`src/hdl/rrd_pkg.sv`:
```
// rrd_pkg: shared types and constants of the multibulk request deframer
// no dependencies; imported by every module of the block
`timescale 1ns / 1ps

package rrd_pkg;

    localparam int EV_W  = 3;
    localparam int IDX_W = 10;
    localparam int ERR_W = 2;
    localparam int ACC_W = 33;

    // event codes
    localparam logic [EV_W-1:0] EV_DATA      = 3'd0;
    localparam logic [EV_W-1:0] EV_PAR_END   = 3'd1;
    localparam logic [EV_W-1:0] EV_PAR_NULL  = 3'd2;
    localparam logic [EV_W-1:0] EV_INLINE    = 3'd3;
    localparam logic [EV_W-1:0] EV_QUIT      = 3'd4;
    localparam logic [EV_W-1:0] EV_PROTO_ERR = 3'd5;

    // protocol error kinds
    localparam logic [ERR_W-1:0] ERR_NONE      = 2'd0;
    localparam logic [ERR_W-1:0] ERR_BAD_COUNT = 2'd1;
    localparam logic [ERR_W-1:0] ERR_NO_DOLLAR = 2'd2;
    localparam logic [ERR_W-1:0] ERR_BAD_LEN   = 2'd3;

    // characters
    localparam logic [7:0] CH_CR     = 8'd13;
    localparam logic [7:0] CH_LF     = 8'd10;
    localparam logic [7:0] CH_STAR   = 8'h2A;
    localparam logic [7:0] CH_DOLLAR = 8'h24;
    localparam logic [7:0] CH_PLUS   = 8'h2B;
    localparam logic [7:0] CH_MINUS  = 8'h2D;
    localparam logic [7:0] CH_0      = 8'h30;
    localparam logic [7:0] CH_9      = 8'h39;
    localparam logic [7:0] CH_LA     = 8'h61;
    localparam logic [7:0] CH_LZ     = 8'h7A;
    localparam logic [7:0] CH_UZ     = 8'h5A;
    localparam logic [7:0] CH_Q      = 8'h51;
    localparam logic [7:0] CH_U      = 8'h55;
    localparam logic [7:0] CH_I      = 8'h49;
    localparam logic [7:0] CH_T      = 8'h54;

    typedef struct packed {
        logic [EV_W-1:0]  event_res;
        logic [7:0]       data_byte;
        logic [IDX_W-1:0] param_index;
        logic             command_end;
        logic             command_known;
        logic [ERR_W-1:0] error_kind;
    } rrd_res_t;

endpackage

```
`src/hdl/rrd_out_reg.sv`:
```
// rrd_out_reg: result register of the deframer with valid / stall handshake
// depends on rrd_pkg for the result type
`timescale 1ns / 1ps

module rrd_out_reg (
    input  logic              clk,
    input  logic              rst_n,
    input  logic              load,
    input  rrd_pkg::rrd_res_t res,
    output logic              free,
    output logic              out_valid,
    input  logic              out_stall,
    output rrd_pkg::rrd_res_t out_res
);
    import rrd_pkg::*;

    logic     valid_reg;
    logic     valid_next;
    rrd_res_t res_reg;

    // slot can take a result when empty or when the held one leaves now
    assign free = !valid_reg || !out_stall;

    always_comb
    begin
        if (load)
        begin
            valid_next = 1'b1;
        end
        else
        begin
            valid_next = valid_reg && out_stall;
        end
    end

    always_ff @(posedge clk or negedge rst_n)
    begin
        if (!rst_n)
        begin
            valid_reg <= 1'b0;
        end
        else
        begin
            valid_reg <= valid_next;
        end
    end

    always_ff @(posedge clk)
    begin
        if (load)
        begin
            res_reg <= res;
        end
    end

    assign out_valid = valid_reg;
    assign out_res   = res_reg;

    a_no_overwrite: assert property (@(posedge clk) disable iff (!rst_n)
        load |-> (!valid_reg || !out_stall))
        else $error("result register overwritten while held");

    a_held_result: assert property (@(posedge clk) disable iff (!rst_n)
        (valid_reg && out_stall && !load) |=> (valid_reg && res_reg == $past(res_reg)))
        else $error("stalled result lost or changed");

    a_load_sets_valid: assert property (@(posedge clk) disable iff (!rst_n)
        load |=> valid_reg)
        else $error("loaded result not presented");

endmodule

```
`src/hdl/rrd_parser.sv`:
```
// rrd_parser: per-byte parse state and single-pass next-state / result logic
// depends on rrd_pkg; fed from the input register, feeds rrd_out_reg
`timescale 1ns / 1ps

module rrd_parser #(
    parameter int MAX_PARAMS = 1024,
    parameter int LEN_BITS   = 32
) (
    input  logic              clk,
    input  logic              rst_n,
    input  logic              byte_valid,
    input  logic [7:0]        byte_in,
    input  logic              out_free,
    output logic              take,
    output logic              res_load,
    output rrd_pkg::rrd_res_t res
);
    import rrd_pkg::*;

    localparam int CNT_W = $clog2(MAX_PARAMS + 1);
    localparam logic [ACC_W-1:0] COUNT_MAX = ACC_W'(MAX_PARAMS);
    localparam logic [ACC_W-1:0] LEN_MAX   = (ACC_W'(1) << LEN_BITS) - ACC_W'(1);

    typedef enum logic [3:0] {
        PH_REQ_START,
        PH_REQ_COUNT,
        PH_REQ_INLINE,
        PH_PAR_START,
        PH_PAR_LEN,
        PH_PAR_BAD,
        PH_DATA,
        PH_SKIP1,
        PH_SKIP2,
        PH_COUNT_BAD,
        PH_LEN_BAD
    } phase_t;

    // state of the line being parsed
    typedef struct packed {
        phase_t           phase;
        logic [ACC_W-1:0] accum;
        logic             neg;
        logic             nvalid;
        logic [2:0]       pos;
        logic             mis;
    } line_t;

    function automatic line_t begin_line(phase_t ph);
        line_t r;
        r.phase  = ph;
        r.accum  = '0;
        r.neg    = 1'b0;
        r.nvalid = 1'b0;
        r.pos    = '0;
        r.mis    = 1'b0;
        return r;
    endfunction

    function automatic logic [7:0] quit_char(logic [1:0] p);
        logic [7:0] c;
        case (p)
            2'd0:    c = CH_Q;
            2'd1:    c = CH_U;
            2'd2:    c = CH_I;
            default: c = CH_T;
        endcase
        return c;
    endfunction

    function automatic line_t number_step(line_t l, logic [7:0] b, phase_t bad);
        line_t       r;
        logic [36:0] prod;
        logic [3:0]  digit;
        r     = l;
        digit = 4'(b - CH_0);
        prod  = ({4'b0, l.accum} << 3) + ({4'b0, l.accum} << 1) + 37'(digit);
        if (b inside {[CH_0:CH_9]})
        begin
            // saturate at the top of the accumulator
            r.accum  = (|prod[36:ACC_W]) ? '1 : prod[ACC_W-1:0];
            r.nvalid = 1'b1;
        end
        else if ((b == CH_MINUS || b == CH_PLUS) && l.pos == 3'd0)
        begin
            r.neg = (b == CH_MINUS);
        end
        else
        begin
            r.phase = bad;
        end
        r.pos = 3'd1;
        return r;
    endfunction

    function automatic line_t inline_step(line_t l, logic [7:0] b);
        line_t      r;
        logic [7:0] up;
        r  = l;
        up = (b inside {[CH_LA:CH_LZ]}) ? b - 8'd32 : b;
        if (l.pos < 3'd4 && up == quit_char(l.pos[1:0]))
        begin
            r.pos = l.pos + 3'd1;
        end
        else
        begin
            r.mis = 1'b1;
        end
        return r;
    endfunction

    function automatic line_t content_step(line_t l, logic [7:0] b);
        line_t r;
        r = l;
        case (l.phase)
            PH_REQ_START:
            begin
                if (b == CH_STAR)
                begin
                    r.phase = PH_REQ_COUNT;
                end
                else
                begin
                    r.phase = PH_REQ_INLINE;
                    r       = inline_step(r, b);
                end
            end
            PH_REQ_COUNT:  r = number_step(l, b, PH_COUNT_BAD);
            PH_REQ_INLINE: r = inline_step(l, b);
            PH_PAR_START:  r.phase = (b == CH_DOLLAR) ? PH_PAR_LEN : PH_PAR_BAD;
            PH_PAR_LEN:    r = number_step(l, b, PH_LEN_BAD);
            default:       r = l;
        endcase
        return r;
    endfunction

    function automatic rrd_res_t mk_res(logic [EV_W-1:0] ev, logic [7:0] d,
                                        logic [IDX_W-1:0] idx, logic cend,
                                        logic known, logic [ERR_W-1:0] err);
        rrd_res_t r;
        r.event_res     = ev;
        r.data_byte     = d;
        r.param_index   = idx;
        r.command_end   = cend;
        r.command_known = known;
        r.error_kind    = err;
        return r;
    endfunction

    line_t               line_reg, line_next, line_cr;
    logic [CNT_W-1:0]    exp_reg, exp_next;
    logic [CNT_W-1:0]    seen_reg, seen_next, seen_inc;
    logic [LEN_BITS-1:0] left_reg, left_next;
    logic                cr_reg, cr_next;
    logic                first_z_reg, first_z_next;
    logic                closed_reg, closed_next;
    logic                res_hit;
    logic                last_par;
    logic [IDX_W-1:0]    idx_cur;
    rrd_res_t            res_c;

    assign seen_inc = seen_reg + CNT_W'(1);
    assign last_par = (seen_inc == exp_reg);
    assign idx_cur  = IDX_W'(seen_reg);
    // a CR that turned out not to end the line is ordinary content
    assign line_cr  = content_step(line_reg, CH_CR);

    always_comb
    begin
        line_next    = line_reg;
        exp_next     = exp_reg;
        seen_next    = seen_reg;
        left_next    = left_reg;
        cr_next      = cr_reg;
        first_z_next = first_z_reg;
        closed_next  = closed_reg;
        res_hit      = 1'b0;
        res_c        = mk_res(EV_DATA, 8'd0, '0, 1'b0, 1'b0, ERR_NONE);

        if (!closed_reg)
        begin
            case (line_reg.phase)
                PH_DATA:
                begin
                    if (seen_reg == '0 && ACC_W'(left_reg) == line_reg.accum)
                    begin
                        first_z_next = (byte_in == CH_UZ) || (byte_in == CH_LZ);
                    end
                    if (left_reg != '0)
                    begin
                        left_next = left_reg - LEN_BITS'(1);
                    end
                    if (left_next == '0)
                    begin
                        line_next.phase = PH_SKIP1;
                    end
                    res_hit = 1'b1;
                    res_c   = mk_res(EV_DATA, byte_in, idx_cur, 1'b0, 1'b0, ERR_NONE);
                end
                PH_SKIP1:
                begin
                    line_next.phase = PH_SKIP2;
                end
                PH_SKIP2:
                begin
                    seen_next = seen_inc;
                    line_next = begin_line(last_par ? PH_REQ_START : PH_PAR_START);
                    res_hit   = 1'b1;
                    res_c     = mk_res(EV_PAR_END, 8'd0, idx_cur, last_par,
                                       last_par && first_z_reg, ERR_NONE);
                end
                default:
                begin
                    if (cr_reg && byte_in == CH_LF)
                    begin
                        cr_next = 1'b0;
                        // end of line
                        case (line_reg.phase)
                            PH_REQ_START:
                            begin
                                line_next = begin_line(PH_REQ_START);
                            end
                            PH_REQ_INLINE:
                            begin
                                res_hit = 1'b1;
                                if (!line_reg.mis && line_reg.pos == 3'd4)
                                begin
                                    closed_next = 1'b1;
                                    res_c = mk_res(EV_QUIT, 8'd0, '0, 1'b0, 1'b0, ERR_NONE);
                                end
                                else
                                begin
                                    line_next = begin_line(PH_REQ_START);
                                    res_c = mk_res(EV_INLINE, 8'd0, '0, 1'b0, 1'b0,
                                                   ERR_NONE);
                                end
                            end
                            PH_REQ_COUNT:
                            begin
                                if (!line_reg.nvalid
                                    || (line_reg.neg && line_reg.accum != '0)
                                    || line_reg.accum > COUNT_MAX)
                                begin
                                    res_hit     = 1'b1;
                                    closed_next = 1'b1;
                                    res_c = mk_res(EV_PROTO_ERR, 8'd0, '0, 1'b0, 1'b0,
                                                   ERR_BAD_COUNT);
                                end
                                else if (line_reg.accum == '0)
                                begin
                                    line_next = begin_line(PH_REQ_START);
                                end
                                else
                                begin
                                    exp_next     = line_reg.accum[CNT_W-1:0];
                                    seen_next    = '0;
                                    first_z_next = 1'b0;
                                    line_next    = begin_line(PH_PAR_START);
                                end
                            end
                            PH_COUNT_BAD:
                            begin
                                res_hit     = 1'b1;
                                closed_next = 1'b1;
                                res_c = mk_res(EV_PROTO_ERR, 8'd0, '0, 1'b0, 1'b0,
                                               ERR_BAD_COUNT);
                            end
                            PH_PAR_START, PH_PAR_BAD:
                            begin
                                res_hit     = 1'b1;
                                closed_next = 1'b1;
                                res_c = mk_res(EV_PROTO_ERR, 8'd0, idx_cur, 1'b0, 1'b0,
                                               ERR_NO_DOLLAR);
                            end
                            PH_LEN_BAD:
                            begin
                                res_hit     = 1'b1;
                                closed_next = 1'b1;
                                res_c = mk_res(EV_PROTO_ERR, 8'd0, idx_cur, 1'b0, 1'b0,
                                               ERR_BAD_LEN);
                            end
                            PH_PAR_LEN:
                            begin
                                if (line_reg.nvalid && line_reg.neg
                                    && line_reg.accum == ACC_W'(1))
                                begin
                                    // null parameter
                                    seen_next = seen_inc;
                                    line_next = begin_line(last_par ? PH_REQ_START
                                                                    : PH_PAR_START);
                                    res_hit   = 1'b1;
                                    res_c     = mk_res(EV_PAR_NULL, 8'd0, idx_cur, last_par,
                                                       last_par && first_z_reg, ERR_NONE);
                                end
                                else if (!line_reg.nvalid
                                         || (line_reg.neg && line_reg.accum != '0)
                                         || line_reg.accum > LEN_MAX)
                                begin
                                    res_hit     = 1'b1;
                                    closed_next = 1'b1;
                                    res_c = mk_res(EV_PROTO_ERR, 8'd0, idx_cur, 1'b0, 1'b0,
                                                   ERR_BAD_LEN);
                                end
                                else
                                begin
                                    left_next       = line_reg.accum[LEN_BITS-1:0];
                                    line_next.phase = (line_reg.accum == '0) ? PH_SKIP1
                                                                             : PH_DATA;
                                end
                            end
                            default:
                            begin
                                line_next = line_reg;
                            end
                        endcase
                    end
                    else
                    begin
                        if (byte_in == CH_CR)
                        begin
                            cr_next   = 1'b1;
                            line_next = cr_reg ? line_cr : line_reg;
                        end
                        else
                        begin
                            cr_next   = 1'b0;
                            line_next = content_step(cr_reg ? line_cr : line_reg, byte_in);
                        end
                    end
                end
            endcase
        end
    end

    // a byte with no result may pass even while the result slot is held
    assign take     = byte_valid && (out_free || !res_hit);
    assign res_load = take && res_hit;
    assign res      = res_c;

    always_ff @(posedge clk or negedge rst_n)
    begin
        if (!rst_n)
        begin
            line_reg    <= begin_line(PH_REQ_START);
            exp_reg     <= '0;
            seen_reg    <= '0;
            left_reg    <= '0;
            cr_reg      <= 1'b0;
            first_z_reg <= 1'b0;
            closed_reg  <= 1'b0;
        end
        else if (take)
        begin
            line_reg    <= line_next;
            exp_reg     <= exp_next;
            seen_reg    <= seen_next;
            left_reg    <= left_next;
            cr_reg      <= cr_next;
            first_z_reg <= first_z_next;
            closed_reg  <= closed_next;
        end
    end

    a_closed_sticky: assert property (@(posedge clk) disable iff (!rst_n)
        closed_reg |=> closed_reg)
        else $error("closed connection reopened");

    a_close_on_fatal: assert property (@(posedge clk) disable iff (!rst_n)
        (res_load && (res.event_res == EV_QUIT || res.event_res == EV_PROTO_ERR))
        |=> closed_reg)
        else $error("quit or protocol error did not close");

    a_silent_when_closed: assert property (@(posedge clk) disable iff (!rst_n)
        closed_reg |-> !res_load)
        else $error("result produced after close");

    a_seen_in_range: assert property (@(posedge clk) disable iff (!rst_n)
        (line_reg.phase == PH_DATA || line_reg.phase == PH_SKIP1
         || line_reg.phase == PH_SKIP2 || line_reg.phase == PH_PAR_LEN)
        |-> (seen_reg < exp_reg))
        else $error("parameter index beyond count");

    a_end_on_param: assert property (@(posedge clk) disable iff (!rst_n)
        (res_load && res.command_end)
        |-> (res.event_res == EV_PAR_END || res.event_res == EV_PAR_NULL))
        else $error("command end on wrong event");

endmodule

```
`src/hdl/resp_request_deframer_top.sv`:
```
// path: an accepted byte is held in the input register, passes the parse logic, and its result
// is loaded into the result register, which drives the output
// throughput: one byte per cycle; each byte takes one pass through the parse logic
// between the input register and the result register, bytes with no result never wait
// on a held result, and a byte with a result waits only while the held one is stalled
// reset (rst_n, async) returns the parser to the start of a request line and empties both registers
`timescale 1ns / 1ps

module resp_request_deframer_top #(
    parameter int MAX_PARAMS = 1024,
    parameter int LEN_BITS   = 32
) (
    input  logic                           clk,
    input  logic                           rst_n,
    input  logic                           in_valid,
    output logic                           in_stall,
    input  logic [7:0]                     rx_byte,
    output logic                           out_valid,
    input  logic                           out_stall,
    output logic [rrd_pkg::EV_W-1:0]       event_res,
    output logic [7:0]                     data_byte,
    output logic [rrd_pkg::IDX_W-1:0]      param_index,
    output logic                           command_end,
    output logic                           command_known,
    output logic [rrd_pkg::ERR_W-1:0]      error_kind
);
    import rrd_pkg::*;

    logic       in_valid_reg;
    logic       in_valid_next;
    logic [7:0] in_byte_reg;
    logic       in_xfer;
    logic       take;
    logic       res_load;
    logic       free;
    rrd_res_t   res;
    rrd_res_t   out_res;

    assign in_stall = in_valid_reg && !take;
    assign in_xfer  = in_valid && !in_stall;

    always_comb
    begin
        if (in_xfer)
        begin
            in_valid_next = 1'b1;
        end
        else
        begin
            in_valid_next = in_valid_reg && !take;
        end
    end

    always_ff @(posedge clk or negedge rst_n)
    begin
        if (!rst_n)
        begin
            in_valid_reg <= 1'b0;
        end
        else
        begin
            in_valid_reg <= in_valid_next;
        end
    end

    always_ff @(posedge clk)
    begin
        if (in_xfer)
        begin
            in_byte_reg <= rx_byte;
        end
    end

    rrd_parser #(
        .MAX_PARAMS (MAX_PARAMS),
        .LEN_BITS   (LEN_BITS)
    ) u_parser (
        .clk        (clk),
        .rst_n      (rst_n),
        .byte_valid (in_valid_reg),
        .byte_in    (in_byte_reg),
        .out_free   (free),
        .take       (take),
        .res_load   (res_load),
        .res        (res)
    );

    rrd_out_reg u_out_reg (
        .clk       (clk),
        .rst_n     (rst_n),
        .load      (res_load),
        .res       (res),
        .free      (free),
        .out_valid (out_valid),
        .out_stall (out_stall),
        .out_res   (out_res)
    );

    assign event_res     = out_res.event_res;
    assign data_byte     = out_res.data_byte;
    assign param_index   = out_res.param_index;
    assign command_end   = out_res.command_end;
    assign command_known = out_res.command_known;
    assign error_kind    = out_res.error_kind;

endmodule
```
`config.mk`:
```
export PLATFORM = sky130hd
export DESIGN_NAME = resp_request_deframer_top
export DESIGN_NICKNAME = d
export VERILOG_FILES = /design/src/hdl/rrd_pkg.sv /design/src/hdl/rrd_out_reg.sv /design/src/hdl/rrd_parser.sv /design/src/hdl/resp_request_deframer_top.sv
export SDC_FILE = /design/constraint.sdc
export NUM_CORES = 1
export LEC_CHECK = 0
export ABC_AREA = 1
export BUFFER_PORTS_ARGS = -buffer_cell sky130_fd_sc_hd__buf_2
export CELL_PAD_IN_SITES_DETAIL_PLACEMENT = 1
export CELL_PAD_IN_SITES_GLOBAL_PLACEMENT = 1
export CORE_ASPECT_RATIO = 1.1
export CORE_MARGIN = 2
export CORE_UTILIZATION = 42
export CTS_CLUSTER_SIZE = 16
export DETAILED_ROUTE_END_ITERATION = 12
export PLACE_DENSITY = 0.76
export SYNTH_ARGS = -nofsm -noshare
export SYNTH_HDL_FRONTEND = slang
export SYNTH_SLANG_ARGS = --single-unit
export TNS_END_PERCENT = 20
```
`constraint.sdc`:
```
create_clock -name clk -period 2.9 [get_ports clk]
set_clock_uncertainty 0.15 [all_clocks]
set_input_delay 0.435 -clock clk [delete_from_list [all_inputs] [get_ports clk]]
set_output_delay 0.435 -clock clk [all_outputs]
set_load 0.01 [all_outputs]
```
==> flow_summary.json <==
{
  "cts_max_path_buffers": 2,
  "firstDrtPassIters": 5,
  "start_util_pct": 42.4,
  "antenna_left": 0,
  "outcome": "finished, violations left",
  "fp.dieH_um": 184,
  "crit_fanout": 7,
  "drive_gt1_share_pct": 29.0,
  "fin_cells": 2599,
  "wl_per_cell_um": 23.5,
  "drc": 0,
  "min_period_over_period_pct": 124,
  "top_usage_layer": "met2",
  "crit_type": "register to register",
  "core-area_mm2": 0.0293,
  "worstSetupStartpointType": "register",
  "endpoint_kind": "register",
  "tns_ns": -40.34,
  "clk_latency_ns": 0.46,
  "leakage_nw": 8.58,
  "rsz0062_at_grt": "true",
  "crit-reg2reg-launch": "u_parser.line_reg[29]$_DFFE_PN0P_",
  "grt_pass1_vias": 15700,
  "vdd_drop_max_mv": 0.358,
  "worstMarginPinSlew_ns": 0.594,
  "portBuffers": 38,
  "synthesis.nets": 1961,
  "layout.nets": 2300,
  "numClockSinks": 135,
  "path_clk_slew_ns": 0.08,
  "reg2reg_depth": 20,
  "dp_hpwl_um": 36000,
  "hp-start": "rx_byte[0]",
  "finalSetupViolCount": 133,
  "hold_depth": 1,
  "synth_area_mm2": 0.0124,
  "ys.flop_type": "dfrtp_1",
  "cts_buffers": 17,
  "place_area_mm2": 0.0150,
  "slew-limit-headroom_pct": 60.4,
  "fp.dieW_um": 168,
  "num_vias": 15300,
  "drtIter0Drc": 1294,
  "routed_wl_um": 61100,
  "setup_ws_ns": -0.705,
  "synthArstFlopShare_pct": 75.6,
  "timing.rr.end": "u_parser.line_reg[26]$_DFFE_PN0P_",
  "critPathRequiredTime_ns": 3.07,
  "arrival_ns": 3.78,
  "fmaxAchievable_ghz": 0.277,
  "cap_violations": 0,
  "cts_tree": "done",
  "ys_seq_area_share_pct": 28.5,
  "synth_edf_count": 33,
  "use_met1_pct": 41.4,
  "dieArea_mm2": 0.0310,
  "ctsRootBufferMaster": "clkbuf_16",
  "reg2reg_slack_ns": -0.70,
  "antenna_found_initial": 0,
  "p_per_area_mw_per_mm2": 274,
  "largest_reg_flops": 43,
  "netlist_instances": 1873,
  "synth-seq-cells": 135,
  "avgSynthCellArea_um2": 6.63,
  "min_to": "in_byte_reg[0]$_DFFE_PP_",
  "fin_crit_ns": 3.60,
  "ios": 39,
  "num-fill-cells": 3698,
  "cts_max_level": 4,
  "yosysUniqueCellTypes": 51,
  "vias_per_cell": 5.87,
  "syn2layout_area_growth_pct": 38.7,
  "grt_max_degree": 59,
  "use_met2_pct": 61.1,
  "antenna_cells": 0,
  "ys_warn_count": 0,
  "placed_cells": 2506,
  "hold_path_class": "input port to register",
  "violations": "negative setup slack",
  "final_cell_area_mm2": 0.0172,
  "grtUsageMet3_pct": 7.17,
  "gp_congestion": 0.952,
  "grt_pass1_wl_um": 84700,
  "grt.total_usage_pct": 35.1,
  "grt.overflow.total": 0,
  "whs_ns": 0.00575,
  "finalMaxSlewViolations": 0,
  "finalHoldViolations": 0,
  "num_rows": 66
}
final cells by class:
cell class                 instances  area, um2  area share (%)
multi-input combinational       1457       8720            50.6
sequential                       135       3550            20.6
timing repair buffer             372       3010            17.4
inverter                         229        876            5.08
tap                              374        468            2.72
clock buffer                      17        425            2.47
clock inverter                    15        180            1.05
worst max-delay path by stage:
stage / from / to / slack [ns] / cells after the start
3_3_place_gp: u_parser.line_reg[31]$_DFFE_PN0P_ / u_parser.line_reg[11]$_DFFE_PN0P_ / -0.22 / 19
6_report: u_parser.line_reg[29]$_DFFE_PN0P_ / u_parser.line_reg[26]$_DFFE_PN0P_ / -0.70 / 20
5_1_grt: u_parser.line_reg[27]$_DFFE_PN0P_ / u_parser.line_reg[25]$_DFFE_PN0P_ / -0.75 / 18
3_5_place_dp: u_parser.line_reg[31]$_DFFE_PN0P_ / u_parser.line_reg[23]$_DFFE_PN0P_ / -0.33 / 19
2_1_floorplan: u_parser.line_reg[6]$_DFFE_PN0P_ / u_parser.line_reg[30]$_DFFE_PN0P_ / -0.06 / 21
4_1_cts: u_parser.line_reg[31]$_DFFE_PN0P_ / in_stall / -0.28 / 15
through the flow:
| step | total power, mW | setup slack [ns] | utilization [%] |
|---|---|---|---|
| after CTS | 4.68 | -0.282 | 56.9 |
| final | 4.73 | -0.705 | 58.8 |
| after global placement | 2.34 | -0.221 | 51.1 |
| after global routing | 4.85 | -0.750 | 58.8 |
| after floorplan | 2.16 | -0.0626 | - |
| after detailed placement | 2.35 | -0.332 | 51.1 |
critical path: stages, from the launching register on:
cell,delay (ns)
dfrtp_1,0.44
buf_4,0.18
ha_4,0.24
ha_4,0.24
buf_4,0.13
nand2_1,0.09
nand2_2,0.10
a21oi_2,0.20
nand2_1,0.16
a21oi_2,0.23
nand3_1,0.12
nand2_1,0.14
nand2_2,0.08
nor2_4,0.21
buf_12,0.16
buf_16,0.15
nand3_2,0.09
nand2_1,0.08
nor2_1,0.06
nand3_1,0.12
nand2_1,0.08
layout by cell type (no fill, tap or decap), types with 40 or more instances in the layout:
| master | n |
|---|---|
| nand2_2 | 41 |
| xor2_1 | 55 |
| inv_1 | 211 |
| ha_1 | 40 |
| dfrtp_1 | 93 |
| nand2_1 | 489 |
| o21ai_0 | 71 |
| nor2_1 | 212 |
| nand3_1 | 133 |
| buf_4 | 301 |
cells by family (layout without fill, tap and decap cells):
group | count (synthesis) | after routing | synth area share, %
compound gates | 243 | 243 | 11.3
flops | 135 | 135 | 28.5
simple gates | 1042 | 1042 | 36.1
buf+inv | 281 | 633 | 9.53
xor+xnor | 96 | 96 | 6.77
fa+ha+maj | 76 | 76 | 7.77
routing by layer:
| layer | routed length [um] | up-vias | share of wire [%] |
|---|---|---|---|
| li1 | - | 6721 | - |
| met1 | 23200 | 7460 | 38 |
| met2 | 28800 | 745 | 47 |
| met3 | 4630 | 329 | 7.6 |
| met4 | 4440 | 0 | 7.3 |
| met5 | 0 | - | 0 |
Yosys cell counts, types with 2 or more instances:
cell type	instances	area, um2
o31ai_1	3	22.5
nand2_4	2	22.5
o21a_1	3	22.5
clkbuf_1	17	63.8
inv_4	3	18.8
a21o_1	3	22.5
and3_1	2	12.5
buf_4	7	52.6
nor2_4	5	56.3
buf_2	15	75.1
nor3_1	34	170
xnor2_1	38	333
o21ai_1	14	70.1
dfrtp_1	102	2550
o21bai_1	39	293
o21ai_0	96	480
ha_1	74	926
nand3_2	4	40.0
inv_2	9	33.8
nand2_1	523	1960
nor3b_1	2	15.0
nand3_1	160	801
or2_2	2	12.5
o221ai_1	2	17.5
edfxtp_1	33	991
nor2_2	11	68.8
nor2_1	240	901
o211ai_1	4	30.0
o21ai_2	11	96.3
nand3b_1	4	30.0
buf_6	10	113
nand3_4	2	35.0
xor2_1	58	508
inv_1	217	815
nand2_2	8	50.1
fa_1	2	40.0
a31oi_1	2	12.5
nor3_2	2	20.0
nand4_1	23	144
a21oi_1	62	310
nor4_1	13	81.3
nand4_2	2	25.0
buf_1	2	7.51
timing repair:
action | CTS | global route
gates cloned | 5 | 3
hold buffers | 7 | 0
pin swaps | 55 | 30
gates resized for setup | 123 | 115
hold endpoints to repair | 48 | 0
endpoints found under the setup margin | 127 | 137
setup buffers | 40 | 9
power by group:
group | switching (mW) | internal [mW]
registers | 0.0126 | 1.95
logic | 0.265 | 0.179
clock network | 1.08 | 1.24
total | 1.36 | 3.37
No activity file was read; power rests on OpenSTA's default activity.
